### src/design/tsts_pkg.sv
// Shared types, constants and microcode ROM for the tolerant sorted table search.
`default_nettype none
package tsts_pkg;

	localparam int DEPTH_DEF  = 1024;
	localparam int VALUE_W    = 32;
	localparam int POS_W      = 10;
	localparam int TOL_W      = 31;
	localparam int COUNT_W    = 11;
	localparam int IN_DATA_W  = 48;
	localparam int OUT_DATA_W = 16;
	localparam int CFG_W      = 31;

	typedef enum logic {
		OP_WRITE = 1'b0,
		OP_QUERY = 1'b1
	} op_t;

	typedef enum logic {
		REG_ENTRIES   = 1'b0,
		REG_TOLERANCE = 1'b1
	} reg_idx_t;

	typedef logic [2:0] step_t;

	localparam step_t ST_IDLE     = 3'd0;
	localparam step_t ST_DISPATCH = 3'd1;
	localparam step_t ST_INIT     = 3'd2;
	localparam step_t ST_PROBE    = 3'd3;
	localparam step_t ST_NARROW   = 3'd4;
	localparam step_t ST_FINAL    = 3'd5;
	localparam step_t ST_CHECK    = 3'd6;
	localparam step_t ST_RESULT   = 3'd7;

	typedef enum logic [2:0] {
		C_NEXT      = 3'd0,
		C_ALWAYS    = 3'd1,
		C_NO_REQ    = 3'd2,
		C_IS_WRITE  = 3'd3,
		C_EMPTY     = 3'd4,
		C_CONVERGED = 3'd5,
		C_OUT_BUSY  = 3'd6
	} cond_t;

	typedef struct packed {
		logic take;
		logic wr;
		logic clr;
		logic init;
		logic rd_mid;
		logic rd_lo;
		logic upd;
		logic chk;
		logic emit;
	} ctl_t;

	typedef struct packed {
		cond_t cond;
		step_t target;
		ctl_t  ctl;
	} ucw_t;

	typedef struct packed {
		logic empty;
		logic converged;
		logic is_write;
	} dp_stat_t;

	typedef struct packed {
		logic             found;
		logic [POS_W-1:0] match_index;
	} res_t;

	localparam ctl_t CTL_NONE = '0;

	function automatic ucw_t ucode(input step_t step);
		ucw_t w;
		begin
			w.cond   = C_NEXT;
			w.target = ST_IDLE;
			w.ctl    = CTL_NONE;
			case (step)
				ST_IDLE: begin
					w.ctl.take = 1'b1;
					w.cond     = C_NO_REQ;
					w.target   = ST_IDLE;
				end
				ST_DISPATCH: begin
					w.ctl.wr  = 1'b1;
					w.ctl.clr = 1'b1;
					w.cond    = C_IS_WRITE;
					w.target  = ST_RESULT;
				end
				ST_INIT: begin
					w.ctl.init = 1'b1;
					w.cond     = C_EMPTY;
					w.target   = ST_RESULT;
				end
				ST_PROBE: begin
					w.ctl.rd_mid = 1'b1;
					w.cond       = C_CONVERGED;
					w.target     = ST_FINAL;
				end
				ST_NARROW: begin
					w.ctl.upd = 1'b1;
					w.cond    = C_ALWAYS;
					w.target  = ST_PROBE;
				end
				ST_FINAL: begin
					w.ctl.rd_lo = 1'b1;
				end
				ST_CHECK: begin
					w.ctl.chk = 1'b1;
				end
				ST_RESULT: begin
					// falls through to idle by wrap of the step counter
					w.ctl.emit = 1'b1;
					w.cond     = C_OUT_BUSY;
					w.target   = ST_RESULT;
				end
				default: begin
					w.cond   = C_ALWAYS;
					w.target = ST_IDLE;
				end
			endcase
			return w;
		end
	endfunction

endpackage
`default_nettype wire

### src/design/tsts_useq.sv
// Microcode sequencer: step counter, control ROM and jump condition select.
`default_nettype none
module tsts_useq
	import tsts_pkg::*;
(
	input  wire      clk,
	input  wire      arst_n,
	input  wire      req,
	input  wire      out_busy,
	input  dp_stat_t stat,
	output ctl_t     ctl
);

	step_t step_q;
	ucw_t  word;
	logic  jump;

	assign word = ucode(step_q);
	assign ctl  = word.ctl;

	always_comb begin
		case (word.cond)
			C_NEXT:      jump = 1'b0;
			C_ALWAYS:    jump = 1'b1;
			C_NO_REQ:    jump = !req;
			C_IS_WRITE:  jump = stat.is_write;
			C_EMPTY:     jump = stat.empty;
			C_CONVERGED: jump = stat.converged;
			C_OUT_BUSY:  jump = out_busy;
			default:     jump = 1'b1;
		endcase
	end

	always_ff @(posedge clk or negedge arst_n) begin
		if (!arst_n) begin
			step_q <= ST_IDLE;
		end else if (jump) begin
			step_q <= word.target;
		end else begin
			step_q <= step_q + 3'd1;
		end
	end

	a_result_wraps_to_idle: assert property (@(posedge clk) disable iff (!arst_n)
		(step_q == ST_RESULT && !out_busy) |=> step_q == ST_IDLE)
		else $error("result step did not return to idle");

	a_write_skips_search: assert property (@(posedge clk) disable iff (!arst_n)
		(step_q == ST_DISPATCH && stat.is_write) |=> step_q == ST_RESULT)
		else $error("write request entered the search");

	a_narrow_back_to_probe: assert property (@(posedge clk) disable iff (!arst_n)
		ctl.upd |=> step_q == ST_PROBE)
		else $error("narrow step did not return to probe");

endmodule
`default_nettype wire

### config.mk
export PLATFORM = sky130hd
export DESIGN_NAME = tsts_useq
export DESIGN_NICKNAME = d
export VERILOG_FILES = /design/src/design/tsts_pkg.sv /design/src/design/tsts_useq.sv
export SDC_FILE = /design/constraint.sdc
export NUM_CORES = 1
export LEC_CHECK = 0
export ABC_AREA = 1
export BUFFER_PORTS_ARGS = -buffer_cell sky130_fd_sc_hd__buf_2
export CAP_MARGIN = 20
export CORE_AREA = 2 2 39 41
export DETAILED_ROUTE_END_ITERATION = 8
export DIE_AREA = 0 0 41 43
export HOLD_SLACK_MARGIN = 0.15
export PLACE_DENSITY = 0.6
export SYNTH_ARGS = -nofsm -noshare
export SYNTH_HDL_FRONTEND = slang
export SYNTH_SLANG_ARGS = --single-unit
### constraint.sdc
create_clock -name clk -period 1.71 [get_ports clk]
set_input_delay 0.0855 -clock clk [delete_from_list [all_inputs] [get_ports clk]]
set_output_delay 0.0855 -clock clk [all_outputs]
set_load 0.05 [all_outputs]
After elaboration in Yosys (flattened, before gate mapping). Cells that the tools add are included. W data, S select, Z words.

Flip-flop bits (word level): 3. Latch bits: 0. Memory bits (writable): 0. Bits in read-only memories: 0. Input bits: 7. Output and inout bits: 9. Logic and storage cells: 28. Memories: 0.

Add/sub/neg operators: 1. Multipliers: 0. Divide/modulo/power cells: 0. $lt $le $gt $ge: 0. Eq/ne operators: 12. Shifts and indexed selects: 0. Muxes and demuxes: 11. Bitwise operators: 0. Reductions and logical operators: 3.

Operator list (number): $pmux W6 S6 (1); $eq A3 B3 Y1 const B (7); $eq A3 B2 Y1 const B (4); $mux W1 (7); $logic_not A3 Y1 (2); $pmux W1 S6 (1); $add A3 B1 Y3 const B (1); $eq A3 B1 Y1 const B (1); $mux W3 (1); $mux W2 (1); $logic_not A1 Y1 (1).

Depth between registers and ports, before layout.
Depth in word-level cells: 5. Gate-level depth with buffers: 12. Gate-level depth less buffers: 12.

Worst setup path after synthesis. No wires, ideal clock.

Path type: register to register. From: reg step_q[0]. To: reg step_q[0]. Setup time: 117 ps. Arrival time: 1906 ps. Data required time: 1593 ps. Slack: -312 ps. Stages on the path, launching flop included: 11. Path buffers: 0. Clock period less this slack: 2022 ps. Cell sequence: dfrtp_1 > ha_1 > ha_1 > o21bai_2 > nor2_1 > o21ai_0 > nand2_1 > nand2_2 > nand2_2 > nand2_1 > nand2_1.

Word-level cells in the longest chain between the ends: 5. Elaborated cells between the ends (all ways): 16. Those cells by class: add/sub: 1; eq/ne: 10; mux: 3; reduce/logical: 2.

Ends and longest elaborated chain: start, declared (line tsts_useq.sv:14) `step_t step_q;`; start signal, assigned (line tsts_useq.sv:38) `step_q <= word.target;`; start signal, assigned (line tsts_useq.sv:40) `step_q <= step_q + 3'd1;`; $eq A3 B3 Y1 (tied with other cells) (line tsts_pkg.sv:82) `case (step)`; $pmux W6 S6 (line tsts_pkg.sv:82); $eq A3 B3 Y1 (tied with other cells) (line tsts_useq.sv:22) `case (word.cond)`; $pmux W1 S6 (line tsts_useq.sv:22); $mux W3 * (line tsts_useq.sv:37) `end else if (jump) begin`.

Every way passes the cells marked *; elsewhere a longest branch is shown, timed or not.

Final worst setup path.
From: reg step_q[0]. To: reg step_q[1].

The elaborated chain is that of the path after synthesis.

==> run summary <==
outcome -> finished, final reports clean
DRT Pass-1 Iters -> 4
synth unique cells -> 23
placed instance count -> 106
htree depth -> 1
final WL -> 1116 um
RR Startpoint -> step_q[0]
setup_tns -> 0 ps
register bit total from synthesis -> 3
Avg Inst Size Synth -> 6.981 um2
root buffer cell -> clkbuf_4
crit path buf inv count -> 1
vias per cell -> 4.496
Cells after Synth -> 69
largest net degree at the start of global routing -> 10
commonest non-fill, non-tap cell in the layout -> buf_2
Yosys warning total -> 0
CTS Sinks -> 3
R2R depth -> 12
most frequent cells in the layout -> buf_2 (15), nand2_1 (13), inv_1 (11), buf_4 (11), nand3_1 (5)
Crit Path Class -> reg2reg
vias in the first global route -> 493
GP Congestion -> 0.8410
Worst Tran Pin Value -> 262.1 ps
Clock transition at path regs -> 40 ps
Placement Setup Slack -> -106.6 ps
Clock Skews -> 8.115 ps
die width -> 41 um
Final Net Count -> 114
Regs by FF count -> step_q: 3 flops
critical path, cell by cell -> buf_6 -> ha_4 -> ha_4 -> o21bai_4 -> nor2_2 -> o21ai_1 -> nand2_1 -> nor2_2 -> nand2_2 -> nand2_2 -> nand2_1 -> nand2_1
Congestion Overflow GR -> 0
Starting Density -> 34.81%
GRT Resource Usage Total -> 15.64%
Min-Delay Path Class -> in2async
Hold Fails Final Rpt -> 0
synthesis-to-layout area growth -> 60.26%
CP max-delay cell -> dfrtp_1
post-detailed-route count of antenna-violating nets -> 0
max-cap viol count -> 0
Ant. Diodes -> 0
CTS tree -> done
Post-DP Area -> 658.1 um2
unrepaired setup endpoints after global routing -> yes
wire per inst -> 9.704 um
Required @ worst endpoint -> 1830 ps
fin cells -> 115
Clock Latency Late Sink -> 240 ps
Post-Syn Area -> 481.7 um2
post-route setup slack -> 0.4917 ps
Cell Rows -> 14
DRC -> 0
Biggest register -> step_q
CP most frequent cell -> nand2_1
Crit path max-delay family -> simple AND/OR/NAND/NOR gates
max reg flops -> 3
initial antenna violation count -> 0
reg2reg end -> step_q[1]
clk buf depth -> 2
Chip Height -> 43 um
count of pins over their slew limit -> 0
initial drt markers -> 7
DR vias -> 517
Die Area -> 1763 um2
first-pass GRT wire length -> 1904 um
max incr delay on CP -> 380 ps
Data arrival, critical path -> 1830 ps
r2r setup slk -> 0.5 ps
port bufs -> 15
Final min period -> 1710 ps
Crit Path Max Fanout -> 4
Worst Setup End Kind -> flop
Slew HR -> 82.39%
Tcrit/Tclk final -> 99.97%
Seq/Total Area, Yosys -> 15.58%
TritonCTS Buffers -> 3
Syn Nets -> 83
final setup vio count -> 0
I/O pin cnt -> 16
critical path startpoint category -> flop
post-route cell area -> 772.0 um2
share of layout cells above drive strength 1 -> 52.53%
highest clock rate -> 585.0 MHz
hpwl dp -> 868.4 um
core area -> 1384 um2
[cells in the mapped netlist (all sizes together)]
cell	instances	area, um2
nor3	2	10.01
dfrtp	3	75.07
buf	2	18.77
ha	6	75.07
nand3	6	35.03
o21bai	1	11.26
a21oi	4	31.28
nand2	17	71.32
inv	13	53.80
nor2	6	25.03
nand3b	1	7.510
and2	1	6.260
o21ai	6	41.29
fa	1	20.02
[stage by stage]
stage / hold slack (ps) / util [%]
6_report: 159.5 / 55.79
4_1_cts: 152.5 / 54.61
3_3_place_gp: -118.2 / 47.56
2_1_floorplan: -210.1 / -
5_1_grt: 177.3 / 55.79
3_5_place_dp: -118.0 / 47.56
[worst max-delay path by stage]
stage               cells after the start  slack (ps)  startpoint         to
finish                                 12         0.5   step_q[0]  step_q[1]
global route                           12        -110   step_q[0]  step_q[1]
CTS                                    12         -40   step_q[0]  step_q[1]
detailed placement                     10        -110   step_q[0]  step_q[1]
global placement                       10         -50   step_q[0]  step_q[1]
floorplan                              11          20   step_q[0]  step_q[0]
[layout make-up]
type / count / area [um2]
inverters: 13 / 53.80
flip-flops and latches: 3 / 76.32
clock buffers: 4 / 26.28
multi-input cells: 51 / 416.7
well taps: 16 / 20.02
repair buffers: 28 / 178.9
fillers: 131 / 611.8
[repair_timing]
action / 4_1_cts / 5_1_grt
pin swaps: 5 / 3
hold endpoints to repair: 3 / 0
resized for setup: 7 / 5
setup buffers: 4 / 0
hold buffers: 1 / 0
endpoints found under the setup margin: 3 / 5
[kinds of logic after synthesis]
group | count (synthesis) | share of synthesized area (%)
AO/OA/AOI/OAI | 11 | 17.40
buffers and inverters | 15 | 15.07
adder cells (fa/ha/maj) | 7 | 19.74
flip-flops | 3 | 15.58
AND/OR/NAND/NOR | 33 | 32.21
[layer usage]
metal	global-route usage (%)	vias to the layer above	part of all wire [%]
met1	19.28	230	45
met5	0	-	0
li1	-	273	-
met3	1.571	2	3.5
met4	8.000	0	1.3
met2	25.31	12	50
Power is left out: the tool's default activity adds up to more than one toggle a clock period on the data nets, which glitch-free logic cannot reach.
